File: src/design/assert_macros.svh
// Assertion macros for the design files, used by the controller.
`ifndef ASSERT_MACROS_SVH
`define ASSERT_MACROS_SVH

// Implication checked at every rising clock edge outside reset.
`define ASSERT_CLK(lbl, clk, rst, prop) \
  lbl: assert property (@(posedge clk) disable iff (rst) prop) \
    else $error("assertion failed");

// Plain condition checked at every rising clock edge outside reset.
`define ASSERT_ALWAYS(lbl, clk, rst, cond) \
  lbl: assert property (@(posedge clk) disable iff (rst) (cond)) \
    else $error("assertion failed");

`endif

File: src/design/mhs_pkg.sv
// Package: constants, codes and controller/datapath interface types.
package mhs_pkg;

  localparam logic [31:0] GOLDEN    = 32'h9e3779b9;
  localparam logic [31:0] SAT_LIMIT = 32'd1000000;
  localparam logic [7:0]  PROTO_TCP = 8'd6;
  localparam logic [7:0]  PROTO_UDP = 8'd17;

  // Effective strategy codes.
  localparam logic [1:0] STRAT_HASH  = 2'd0;
  localparam logic [1:0] STRAT_LQ    = 2'd1;
  localparam logic [1:0] STRAT_HASHW = 2'd2;
  localparam logic [1:0] STRAT_RR    = 2'd3;

  // Strategy register values.
  localparam logic [2:0] SREG_RR_TOR = 3'd4;

  // Configuration register indexes.
  localparam logic [1:0] CFG_STRATEGY = 2'd0;
  localparam logic [1:0] CFG_COMPARE  = 2'd1;
  localparam logic [1:0] CFG_SALT     = 2'd2;
  localparam logic [1:0] CFG_TOR      = 2'd3;

  // Modulo unit dividend sources.
  localparam logic [1:0] MOD_HASH    = 2'd0;
  localparam logic [1:0] MOD_CURSOR  = 2'd1;
  localparam logic [1:0] MOD_RND     = 2'd2;
  localparam logic [1:0] MOD_RND_SHR = 2'd3;

  typedef struct packed {
    logic       load;
    logic       upd;
    logic       hash_start;
    logic       mod_start;
    logic [1:0] mod_src;
    logic       mod_by_ties;
    logic       scan_start;
    logic       sel_start;
    logic       sel_ties;
    logic       cursor_inc;
    logic       out_load;
    logic       out_found;
  } cmd_t;

  typedef struct packed {
    logic       n_zero;
    logic       n_one;
    logic [1:0] strat;
    logic       rnd0;
    logic       hash_busy;
    logic       mod_busy;
    logic       scan_busy;
    logic       chosen_worst;
    logic       out_free;
  } sts_t;

  function automatic logic [31:0] metric(input logic [31:0] q, input logic sat);
    metric = (sat && q > SAT_LIMIT) ? SAT_LIMIT : q;
  endfunction

endpackage

File: src/design/mhs_datapath.sv
// Datapath: registers, hash mixer, serial modulo, candidate scanner, output register.
module mhs_datapath #(
  parameter int NUM_PORTS = 16
) (
  input  logic              clk,
  input  logic              rst,
  input  mhs_pkg::cmd_t     cmd,
  output mhs_pkg::sts_t     sts,
  input  logic              cfg_valid,
  input  logic [1:0]        cfg_index,
  input  logic [30:0]       cfg_data,
  input  logic              command,
  input  logic [31:0]       src_addr,
  input  logic [31:0]       dst_addr,
  input  logic [7:0]        protocol,
  input  logic [15:0]       src_port,
  input  logic [15:0]       dst_port,
  input  logic [15:0]       candidate_mask,
  input  logic [15:0]       random_value,
  input  logic [3:0]        port_number,
  input  logic [31:0]       queue_bytes,
  output logic              out_valid,
  input  logic              out_stall,
  output logic [3:0]        chosen_port,
  output logic              route_found
);
  localparam int CAND = (NUM_PORTS < 16) ? NUM_PORTS : 16;
  localparam int PW   = $clog2(CAND);

  // configuration
  logic [2:0]  strategy;
  logic        compare_mode;
  logic [30:0] hash_salt;
  logic        is_top_of_rack;

  // item
  logic [31:0]     src_r, dst_r;
  logic [7:0]      proto_r;
  logic [15:0]     sport_r, dport_r, rnd_r;
  logic [CAND-1:0] cmask;
  logic [4:0]      n_r;
  logic [4:0]      n_in;

  // state
  logic [31:0] qb [CAND];
  logic [31:0] cursor;

  // hash
  logic [31:0] hx, hy, hz;
  logic [3:0]  hstep;
  logic        hash_busy;
  logic [31:0] ha, hb;

  // modulo
  logic [31:0] mdvd;
  logic [3:0]  mrem;
  logic [4:0]  mdiv, mcnt;
  logic        mod_busy;
  logic [4:0]  mt;
  logic [31:0] msrc;

  // scanner
  logic [PW-1:0] sidx;
  logic          scan_busy, sel_mode, sel_ties, first;
  logic [31:0]   best, worst;
  logic [4:0]    tcnt;
  logic [3:0]    hits;
  logic [PW-1:0] port;
  logic [31:0]   m_scan, m_port;
  logic          sel_hit;

  always_comb begin
    n_in = '0;
    for (int p = 0; p < CAND; p++) n_in = n_in + 5'(candidate_mask[p]);
  end

  always_ff @(posedge clk) begin
    if (rst) begin
      strategy       <= '0;
      compare_mode   <= 1'b0;
      hash_salt      <= '0;
      is_top_of_rack <= 1'b0;
    end else if (cfg_valid) begin
      case (cfg_index)
        mhs_pkg::CFG_STRATEGY: strategy       <= cfg_data[2:0];
        mhs_pkg::CFG_COMPARE:  compare_mode   <= cfg_data[0];
        mhs_pkg::CFG_SALT:     hash_salt      <= cfg_data;
        mhs_pkg::CFG_TOR:      is_top_of_rack <= cfg_data[0];
        default: ;
      endcase
    end
  end

  always_ff @(posedge clk) begin
    if (cmd.load) begin
      src_r   <= src_addr;
      dst_r   <= dst_addr;
      proto_r <= protocol;
      sport_r <= src_port;
      dport_r <= dst_port;
      rnd_r   <= random_value;
      cmask   <= candidate_mask[CAND-1:0];
      n_r     <= n_in;
    end
  end

  always_ff @(posedge clk) begin
    if (rst) begin
      for (int i = 0; i < CAND; i++) qb[i] <= '0;
      cursor <= '0;
    end else begin
      if (cmd.upd && command && (32'(port_number) < 32'(CAND)))
        qb[port_number[PW-1:0]] <= queue_bytes;
      if (cmd.cursor_inc) cursor <= cursor + 32'd1;
    end
  end

  // hash: one mix step per cycle
  assign ha = src_r ^ (dst_r << 1) ^ ({24'd0, proto_r} << 16);
  assign hb = (proto_r == mhs_pkg::PROTO_TCP || proto_r == mhs_pkg::PROTO_UDP) ?
              {sport_r, dport_r} : 32'd0;

  always_ff @(posedge clk) begin
    if (rst) begin
      hash_busy <= 1'b0;
      hstep     <= '0;
    end else if (cmd.hash_start) begin
      hx        <= ha + mhs_pkg::GOLDEN;
      hy        <= {1'b0, hash_salt} + mhs_pkg::GOLDEN;
      hz        <= hb;
      hstep     <= '0;
      hash_busy <= 1'b1;
    end else if (hash_busy) begin
      case (hstep)
        4'd0: hx <= (hx - hy - hz) ^ (hz >> 13);
        4'd1: hy <= (hy - hz - hx) ^ (hx << 8);
        4'd2: hz <= (hz - hx - hy) ^ (hy >> 13);
        4'd3: hx <= (hx - hy - hz) ^ (hz >> 12);
        4'd4: hy <= (hy - hz - hx) ^ (hx << 16);
        4'd5: hz <= (hz - hx - hy) ^ (hy >> 5);
        4'd6: hx <= (hx - hy - hz) ^ (hz >> 3);
        4'd7: hy <= (hy - hz - hx) ^ (hx << 10);
        4'd8: hz <= (hz - hx - hy) ^ (hy >> 15);
        default: ;
      endcase
      hstep <= hstep + 4'd1;
      if (hstep == 4'd8) hash_busy <= 1'b0;
    end
  end

  // modulo: restoring, one dividend bit per cycle
  always_comb begin
    case (cmd.mod_src)
      mhs_pkg::MOD_HASH:    msrc = hz;
      mhs_pkg::MOD_CURSOR:  msrc = cursor;
      mhs_pkg::MOD_RND:     msrc = {16'd0, rnd_r};
      mhs_pkg::MOD_RND_SHR: msrc = {17'd0, rnd_r[15:1]};
      default:              msrc = hz;
    endcase
  end

  assign mt = {mrem, mdvd[31]};

  always_ff @(posedge clk) begin
    if (rst) begin
      mod_busy <= 1'b0;
      mcnt     <= '0;
    end else if (cmd.mod_start) begin
      mdvd     <= msrc;
      mrem     <= '0;
      mdiv     <= cmd.mod_by_ties ? tcnt : n_r;
      mcnt     <= '0;
      mod_busy <= 1'b1;
    end else if (mod_busy) begin
      mrem <= (mt >= mdiv) ? 4'(mt - mdiv) : mt[3:0];
      mdvd <= mdvd << 1;
      mcnt <= mcnt + 5'd1;
      if (mcnt == 5'd31) mod_busy <= 1'b0;
    end
  end

  // scanner: metric pass or k-th selection
  assign m_scan  = mhs_pkg::metric(qb[sidx], compare_mode);
  assign m_port  = mhs_pkg::metric(qb[port], compare_mode);
  assign sel_hit = cmask[sidx] && (!sel_ties || m_scan == best) && (hits == mrem);

  always_ff @(posedge clk) begin
    if (rst) begin
      scan_busy <= 1'b0;
      sel_mode  <= 1'b0;
      sidx      <= '0;
    end else if (cmd.scan_start || cmd.sel_start) begin
      scan_busy <= 1'b1;
      sel_mode  <= cmd.sel_start;
      sel_ties  <= cmd.sel_ties;
      sidx      <= '0;
      hits      <= '0;
      first     <= cmd.scan_start;
      if (cmd.scan_start) tcnt <= '0;
    end else if (scan_busy) begin
      sidx <= sidx + PW'(1);
      if (sidx == PW'(CAND - 1) || (sel_mode && sel_hit)) scan_busy <= 1'b0;
      if (sel_mode) begin
        if (sel_hit) begin
          port <= sidx;
        end else if (cmask[sidx] && (!sel_ties || m_scan == best)) begin
          hits <= hits + 4'd1;
        end
      end else if (cmask[sidx]) begin
        first <= 1'b0;
        if (first || m_scan < best) begin
          best <= m_scan;
          tcnt <= 5'd1;
        end else if (m_scan == best) begin
          tcnt <= tcnt + 5'd1;
        end
        if (first || m_scan > worst) worst <= m_scan;
      end
    end
  end

  always_ff @(posedge clk) begin
    if (rst) begin
      out_valid <= 1'b0;
    end else if (cmd.out_load) begin
      out_valid   <= 1'b1;
      chosen_port <= cmd.out_found ? 4'(port) : 4'd0;
      route_found <= cmd.out_found;
    end else if (!out_stall) begin
      out_valid <= 1'b0;
    end
  end

  always_comb begin
    sts.n_zero       = (n_r == 5'd0);
    sts.n_one        = (n_r == 5'd1);
    if (strategy == mhs_pkg::SREG_RR_TOR)
      sts.strat = is_top_of_rack ? mhs_pkg::STRAT_RR : mhs_pkg::STRAT_HASH;
    else if (strategy > mhs_pkg::SREG_RR_TOR)
      sts.strat = mhs_pkg::STRAT_HASH;
    else
      sts.strat = strategy[1:0];
    sts.rnd0         = rnd_r[0];
    sts.hash_busy    = hash_busy;
    sts.mod_busy     = mod_busy;
    sts.scan_busy    = scan_busy;
    sts.chosen_worst = (m_port == worst);
    sts.out_free     = !out_valid || !out_stall;
  end

endmodule

File: src/design/mhs_ctrl.sv
// Controller: sequences hash, modulo and scan passes for each item.
`include "assert_macros.svh"
module mhs_ctrl (
  input  logic          clk,
  input  logic          rst,
  input  logic          in_valid,
  output logic          in_stall,
  input  logic          command,
  input  mhs_pkg::sts_t sts,
  output mhs_pkg::cmd_t cmd
);
  localparam logic [3:0] ST_IDLE  = 4'd0;
  localparam logic [3:0] ST_START = 4'd1;
  localparam logic [3:0] ST_HASH  = 4'd2;
  localparam logic [3:0] ST_MOD   = 4'd3;
  localparam logic [3:0] ST_SEL   = 4'd4;
  localparam logic [3:0] ST_SCAN  = 4'd5;
  localparam logic [3:0] ST_CHKW  = 4'd6;
  localparam logic [3:0] ST_DONE  = 4'd7;

  logic [3:0] state, state_next;
  logic       ties, ties_next;
  logic       phase2, phase2_next;
  logic       found, found_next;

  assign in_stall = (state != ST_IDLE);

  always_comb begin
    state_next  = state;
    ties_next   = ties;
    phase2_next = phase2;
    found_next  = found;
    cmd         = '0;
    cmd.sel_ties  = ties;
    cmd.out_found = found;
    case (state)
      ST_IDLE: begin
        if (in_valid) begin
          cmd.load = 1'b1;
          cmd.upd  = command;
          if (!command) state_next = ST_START;
        end
      end
      ST_START: begin
        ties_next   = 1'b0;
        phase2_next = 1'b0;
        found_next  = !sts.n_zero;
        if (sts.n_zero) begin
          state_next = ST_DONE;
        end else if (sts.n_one) begin
          cmd.mod_start = 1'b1;
          cmd.mod_src   = mhs_pkg::MOD_RND;
          state_next    = ST_MOD;
        end else begin
          case (sts.strat)
            mhs_pkg::STRAT_LQ: begin
              cmd.scan_start = 1'b1;
              state_next     = ST_SCAN;
            end
            mhs_pkg::STRAT_RR: begin
              cmd.mod_start  = 1'b1;
              cmd.mod_src    = mhs_pkg::MOD_CURSOR;
              cmd.cursor_inc = 1'b1;
              state_next     = ST_MOD;
            end
            default: begin
              cmd.hash_start = 1'b1;
              state_next     = ST_HASH;
            end
          endcase
        end
      end
      ST_HASH: begin
        if (!sts.hash_busy) begin
          cmd.mod_start = 1'b1;
          cmd.mod_src   = mhs_pkg::MOD_HASH;
          state_next    = ST_MOD;
        end
      end
      ST_MOD: begin
        if (!sts.mod_busy) begin
          cmd.sel_start = 1'b1;
          state_next    = ST_SEL;
        end
      end
      ST_SEL: begin
        if (!sts.scan_busy) begin
          // hashed pick may get a worst-path replacement on a coin flip
          if (sts.strat == mhs_pkg::STRAT_HASHW && !sts.n_one && sts.rnd0 && !phase2) begin
            cmd.scan_start = 1'b1;
            state_next     = ST_SCAN;
          end else begin
            state_next = ST_DONE;
          end
        end
      end
      ST_SCAN: begin
        if (!sts.scan_busy) begin
          if (sts.strat == mhs_pkg::STRAT_LQ) begin
            cmd.mod_start   = 1'b1;
            cmd.mod_src     = mhs_pkg::MOD_RND;
            cmd.mod_by_ties = 1'b1;
            ties_next       = 1'b1;
            state_next      = ST_MOD;
          end else begin
            state_next = ST_CHKW;
          end
        end
      end
      ST_CHKW: begin
        if (sts.chosen_worst) begin
          cmd.mod_start   = 1'b1;
          cmd.mod_src     = mhs_pkg::MOD_RND_SHR;
          cmd.mod_by_ties = 1'b1;
          ties_next       = 1'b1;
          phase2_next     = 1'b1;
          state_next      = ST_MOD;
        end else begin
          state_next = ST_DONE;
        end
      end
      ST_DONE: begin
        if (sts.out_free) begin
          cmd.out_load = 1'b1;
          state_next   = ST_IDLE;
        end
      end
      default: state_next = ST_IDLE;
    endcase
  end

  always_ff @(posedge clk) begin
    if (rst) begin
      state  <= ST_IDLE;
      ties   <= 1'b0;
      phase2 <= 1'b0;
      found  <= 1'b0;
    end else begin
      state  <= state_next;
      ties   <= ties_next;
      phase2 <= phase2_next;
      found  <= found_next;
    end
  end

  `ASSERT_CLK(a_update_no_busy, clk, rst, (state == ST_IDLE && in_valid && command) |=> (state == ST_IDLE))
  `ASSERT_CLK(a_out_slot_free, clk, rst, cmd.out_load |-> sts.out_free)
  `ASSERT_CLK(a_empty_fast, clk, rst, (state == ST_START && sts.n_zero) |=> (state == ST_DONE && !found))
  `ASSERT_ALWAYS(a_one_start, clk, rst, $countones({cmd.hash_start, cmd.mod_start, cmd.scan_start, cmd.sel_start}) <= 1)

endmodule

File: src/design/multipath_next_hop_selector.sv
// Top level: equal-cost next-hop selector with queue-aware strategies.
//
//   channel   direction  handshake            payload
//   in        input      in_valid / in_stall  command, five-tuple, mask, random, update
//   out       output     out_valid / out_stall chosen_port, route_found
//   cfg       input      cfg_valid / cfg_ready cfg_index, cfg_data
//
// Timing: an update item does not leave the idle state. A route item is shortest
// with an empty mask and longest with a hash and worst replacement: the 9-step
// hash mixer, a bit-serial modulo per modulo pass and a one-port-per-cycle scan
// over the candidate ports set its length.
// Reset: rst synchronous, clears queue counts, cursor and configuration.
// Stalls: a finished result waits in the output register; input is held off only
// while a route item is in progress or its result cannot yet be loaded.
module multipath_next_hop_selector #(
  parameter int NUM_PORTS = 16
) (
  input  logic        clk,
  input  logic        rst,
  input  logic        in_valid,
  output logic        in_stall,
  input  logic        command,
  input  logic [31:0] src_addr,
  input  logic [31:0] dst_addr,
  input  logic [7:0]  protocol,
  input  logic [15:0] src_port,
  input  logic [15:0] dst_port,
  input  logic [15:0] candidate_mask,
  input  logic [15:0] random_value,
  input  logic [3:0]  port_number,
  input  logic [31:0] queue_bytes,
  output logic        out_valid,
  input  logic        out_stall,
  output logic [3:0]  chosen_port,
  output logic        route_found,
  input  logic        cfg_valid,
  output logic        cfg_ready,
  input  logic [1:0]  cfg_index,
  input  logic [30:0] cfg_data
);
  mhs_pkg::cmd_t cmd;
  mhs_pkg::sts_t sts;

  // configuration writes always land; the user must keep the block idle (unenforced)
  assign cfg_ready = 1'b1;

  mhs_ctrl u_ctrl (
    .clk      (clk),
    .rst      (rst),
    .in_valid (in_valid),
    .in_stall (in_stall),
    .command  (command),
    .sts      (sts),
    .cmd      (cmd)
  );

  mhs_datapath #(.NUM_PORTS(NUM_PORTS)) u_dp (
    .clk            (clk),
    .rst            (rst),
    .cmd            (cmd),
    .sts            (sts),
    .cfg_valid      (cfg_valid),
    .cfg_index      (cfg_index),
    .cfg_data       (cfg_data),
    .command        (command),
    .src_addr       (src_addr),
    .dst_addr       (dst_addr),
    .protocol       (protocol),
    .src_port       (src_port),
    .dst_port       (dst_port),
    .candidate_mask (candidate_mask),
    .random_value   (random_value),
    .port_number    (port_number),
    .queue_bytes    (queue_bytes),
    .out_valid      (out_valid),
    .out_stall      (out_stall),
    .chosen_port    (chosen_port),
    .route_found    (route_found)
  );

endmodule
File: config.mk
export PLATFORM = sky130hd
export DESIGN_NAME = multipath_next_hop_selector
export DESIGN_NICKNAME = d
export VERILOG_FILES = /design/src/design/mhs_pkg.sv /design/src/design/mhs_datapath.sv /design/src/design/mhs_ctrl.sv /design/src/design/multipath_next_hop_selector.sv
export VERILOG_INCLUDE_DIRS = /design/src /design/src/design
export SDC_FILE = /design/constraint.sdc
export NUM_CORES = 2
export LEC_CHECK = 0
export BUFFER_PORTS_ARGS = -buffer_cell sky130_fd_sc_hd__buf_4
export CAP_MARGIN = 20
export CORE_MARGIN = 5
export CORE_UTILIZATION = 55
export DETAILED_ROUTE_END_ITERATION = 12
export PLACE_DENSITY = 0.86
export REMOVE_ABC_BUFFERS = 1
export SYNTH_ARGS = -nofsm -noshare
export SYNTH_HDL_FRONTEND = slang
export SYNTH_SLANG_ARGS = --single-unit
File: constraint.sdc
create_clock -name clk -period 7.9 [get_ports clk]
set_clock_uncertainty 0.2 [all_clocks]
set_input_delay 1.185 -clock clk [delete_from_list [all_inputs] [get_ports clk]]
set_output_delay 1.185 -clock clk [all_outputs]
set_load 0.05 [all_outputs]
---- Yosys cells after proc, flatten, opt, wreduce, memory -nomap -nowiden ----
Memory sizes are Yosys's and may differ from the RTL's. A register that Yosys moved wholly into a read port is not among the register bits.
Index checks and enable logic that the tools add are counted.
word-level totals
  register bits after elaboration ......... 454
  RAM bits ................................ 512
  memories ................................ 1
operators by class
  add/subtract/negate cells ............... 30
  $lt $le $gt $ge ......................... 7
  equality and inequality tests ........... 46
  muxes and demuxes ....................... 107
  bitwise logic cells ..................... 14
  reduce and logical (&&, ||, !) cells .... 65
memory list
  name     words  width  rd ports  clocked after memory_dff  wr ports  RTL line            source
  u_dp.qb  16     32     2         2                         16        mhs_datapath.sv:45  logic [31:0] qb [CAND];
operators with widths
  operator                count
  $mux 32                 12
  $pmux 32 s3             3
  $sub 32x32->32          6
  $pmux 32 s4             1
  $xor 32x32->32          4
  $mux 4                  23
  $add 5x1->5             14
  $eq 32x32->1            2
  $gt 32x20->1 const B    2
  $xor 32x19->32          2
  $mux 1                  41
  $mux 5                  8
  $add 31x32->32 const B  1
  $add 32x1->32 const B   1
  $add 32x32->32 const B  1
  $eq 4x3->1 const B      8
  $gt 32x32->1            1
  $lt 32x32->1            1
  $pmux 4 s8              1
  $reduce_or 32->1        1
  $xor 32x17->32          1
  $xor 32x20->32          1
  $xor 32x24->32          1
  $xor 32x27->32          1
  45 further kinds        132

---- Longest topological paths before layout ----
  depth after elaboration ................. 15
  mapped depth ............................ 25
  mapped depth without buffers ............ 21

---- Modules after synthesis ----
Synthesis repeated with hierarchy kept, for this count alone.
unflattened totals
  cell total of the unflattened synthesis .. 4851
  area, all modules ....................... 59089.2 um2
modules (own cells, without submodules)
  module                       times used  cells an instance  area an instance (um2)  sequential area each (um2)
  mhs_datapath                 1           4775               58546.2                 28096.9
  mhs_ctrl                     1           74                 531.8                   120.1
  multipath_next_hop_selector  1           2                  11.3                    0.0

---- Least setup slack after synthesis ----
No wires, ideal clock.
  path type ............................... flip-flop to flip-flop
  from .................................... register with a tool-made name
  to ...................................... register u_dp.worst[0], enable pin
  library setup time ...................... 0.480 ns
  data arrival time ....................... 7.573 ns
  required time ........................... 7.220 ns
  setup slack ............................. -0.353 ns
  cell stages (with the launch flop) ...... 22
  buffers on the path ..................... 2
  period minus slack after synthesis ...... 8.253 ns
  cell sequence ........................... dfxtp_1 -> clkbuf_1 -> mux4_2 -> mux4_2 -> or4_1 -> o31a_1 -> o31a_1 -> o31ai_1 -> nand2_1 -> nand2_1 -> clkbuf_1 -> and2_1 -> ha_1 -> nand4_1 -> or2_2 -> nor3_1 -> nand3_1 -> nor3_1 -> a2111oi_0 -> o211ai_1 -> a21oi_1 -> a311oi_1
RTL lines
  element               RTL line             source
  to (signal assigned)  mhs_datapath.sv:217  if (first || m_scan > worst) worst <= m_scan;
  to (decl)             mhs_datapath.sv:65   logic [31:0] best, worst;

==> flow_summary.json <==
{
  "leakage_uw": 0.02418,
  "grt_use_total": 0.3147,
  "firstDrtPassIters": 6,
  "postCtsSetupRepairBufs": 0,
  "cpMostUsedCell": "buf_4",
  "dp_hpwl_mm": 122.4,
  "synth_top_area_frac": 0.4503,
  "fp.dieW_um": 335.3,
  "cp_data_arrival_time_ps": 7590,
  "cts-buffers-inserted": 101,
  "ioPinCount": 219,
  "setup_violations": 0,
  "p_sw_uw": 14160,
  "synth_top_cell_by_area": "edfxtp_1",
  "synthFlopType": "edfxtp_1",
  "cts.root.buffer_cell": "clkbuf_16",
  "drv_slew": 0,
  "p_clk_frac": 0.147,
  "drive_above_1_share": 0.1697,
  "area_growth_pct": 11.10,
  "seqPwrFrac": 0.249,
  "start_util": 0.5530,
  "coreArea_um2": 105300,
  "max-slew-margin-rel": 0.2544,
  "grt_start_max_net_pins": 92,
  "path_cells": "buf_4 -> mux4_2 -> mux4_2 -> o31a_1 -> o31a_1 -> o31ai_1 -> nand2_1 -> nand2_1 -> buf_4 -> and2_1 -> ha_1 -> a21o_1 -> a21oi_1 -> nor2b_1 -> a2111oi_0 -> o21ai_0 -> a2111oi_0 -> o211ai_1 -> o21bai_1 -> a311oi_4 -> buf_4",
  "critPathMaxFanout": 32,
  "dp_cells": 6175,
  "pre_cts_ws_ps": 708.5,
  "syn_avg_cell_area_um2": 12.29,
  "wl_per_cell_um": 28.26,
  "cts.sinks": 973,
  "htree_levels": 3,
  "switching_share": 0.4384,
  "whs_path_depth": 2,
  "synthDistinctLibCells": 84,
  "min_period_ps": 7398,
  "outcome": "complete, no violations",
  "synth_edf_count": 873,
  "final_common_cell": "edfxtp_1",
  "overflow": 0,
  "antenna_found_initial": 9,
  "detailroute.via_count": 42640,
  "clk_path_buf_depth": 3,
  "seq_area_um2": 28240,
  "startpoint_type": "register",
  "clk_latency_ps": 710,
  "placed_area_um2": 61400,
  "drc": 0,
  "p_per_area_nw_per_um2": 499.4,
  "end_kind": "register",
  "layout_common_cells": "edfxtp_1 (873), and2_1 (553), mux4_2 (304)",
  "maxCapViolCount": 0,
  "grt_pass1_wl_mm": 265.8,
  "clock.fmax_ghz": 0.1352,
  "hold_buffers": 0,
  "drt_iter0_drc": 6148,
  "worstRegToRegCells": 21,
  "path_clk_slew_ps": 70,
  "worst_pin_slew_ps": 1115,
  "synth_area_um2": 58220,
  "die_area_um2": 112500,
  "worstPathRequired_ps": 8090,
  "fin_cells": 6370,
  "place_congestion": 1.031,
  "multi_input_area_um2": 28050,
  "path_depth": 21,
  "hp-class": "reg -> reg",
  "fin_util": 0.6144,
  "internal_power_uw": 18140,
  "p_comb_frac": 0.604,
  "tritoncts": "yes",
  "rrSetupSlack_ps": 500,
  "chipHeight_um": 335.3,
  "slowest_stage": "dfxtp_4",
  "crit_type": "reg -> reg",
  "nets": 5388,
  "yosys_warnings": 0,
  "yosys-top-cells-area": "edfxtp_1 (45%), mux4_2 (12%), and2_1 (6.0%), ha_1 (3.9%), xnor2_1 (3.9%)",
  "cts.repair.resized": 0,
  "synth_seq_cells": 973,
  "cpPeakStageDelay_ps": 710,
  "rsz0062_at_grt": "no",
  "ys_seq_area_frac": 0.4847,
  "ir_drop_mv": 0.4528,
  "hold_start": "u_dp.hash_salt[14]$_SDFFE_PP0P_",
  "async_flop_share": 0,
  "critPathTopFamily": "compound AO/OA/AOI/OAI gates",
  "finalCritPeriodShare": 0.9364,
  "row_count": 119,
  "report.final.hold_viol_count": 0,
  "path_buf_inv": 3,
  "io_buffers": 216,
  "drt-total-wl_mm": 180.0,
  "synth_cells": 4737,
  "grt_pass1_vias": 42640,
  "whs_ps": 280.5,
  "final_antenna_net_count": 0,
  "stdcell_area_um2": 64680,
  "via_per_inst": 6.694,
  "fillers": 7663,
  "finalWorstSetupSlack_ps": 502.2
}
[synth_stat cells (46+ instances only)]
library cell    n
xnor2_1       257
mux4_2        304
a21oi_1       238
nand2_1       290
o21ai_0       144
inv_1         257
edfxtp_1      873
nor3_1         60
ha_1          183
o22ai_1        46
clkbuf_1      198
dfxtp_1       100
fa_1          104
nor2_1        203
a21o_1         53
nand3_1        57
a22oi_1        74
xor2_1        125
and2_1        554
[registers in the layout, summed over array words and instances, names as in the netlist, 8 cells and up, named ones only]
name            cells
u_dp.best          32
u_dp.cmask         16
u_dp.cursor        32
u_dp.dport_r       16
u_dp.dst_r         31
u_dp.hash_salt     31
u_dp.hx            32
u_dp.hy            32
u_dp.hz            32
u_dp.mdvd          32
u_dp.proto_r        8
u_dp.qb           512
u_dp.rnd_r         16
u_dp.sport_r       16
u_dp.src_r         32
u_dp.worst         32
[final timing paths]
check                                                  endpoint
worst min-delay path            u_dp.hash_salt[14]$_SDFFE_PP0P_
worst max-delay path                   u_dp.worst[16]$_DFFE_PP_
worst min register to register  u_dp.hash_salt[14]$_SDFFE_PP0P_
worst max register to register         u_dp.worst[16]$_DFFE_PP_
[tightest hold or removal path: cells and delay by family (launching register included)]
kind / cells / cell delay (ps)
flip-flops: 1 / 320
AO/OA/AOI/OAI: 1 / 50
AND/OR/NAND/NOR: 1 / 60
[final cells by class]
cell class	count	share of cell area
clock inverter	61	0.008995
clock buffer	125	0.04109
antenna	6	0.0002321
inverter	257	0.01491
sequential	973	0.4365
timing repair buffer	312	0.03761
tap	1391	0.02691
multi-input combinational	3245	0.4337
[power groups by stage]
stage	Combinational [µW]	Clock (µW)	Sequential (µW)
finish	19500	4750	8040
global route	21100	4980	8070
CTS	19000	4760	7980
detailed placement	18800	0	8070
global placement	18200	0	8040
floorplan	14700	0	7740
[stage by stage]
step                      TNS (ps)  power, µW
after floorplan            -590140      22470
after global placement           0      26280
after detailed placement         0      26890
after CTS                        0      31760
after global routing             0      34160
final                            0      32300
[per-layer routing]
layer / up-vias / GRT usage / share of wire
li1: 17740 / - / -
met5: - / 0 / 0.00025
met1: 20680 / 0.4074 / 0.34
met3: 800 / 0.09465 / 0.14
met2: 3412 / 0.4839 / 0.45
met4: 6 / 0.1636 / 0.067
[kinds of logic (layout without fill, tap and decap cells)]
family          count (synthesis)  in the layout  share of synthesized area
fa+ha+maj                     288            288                    0.07527
other cells                     1              7                 0.00006442
simple gates                 1409           1409                     0.1293
buf+inv                       519            755                    0.03563
compound gates                806            806                    0.08930
xor+xnor                      385            385                    0.05863
flops                         973            973                     0.4847
mux                           356            356                     0.1271
Power figures use the tool's default switching activity.
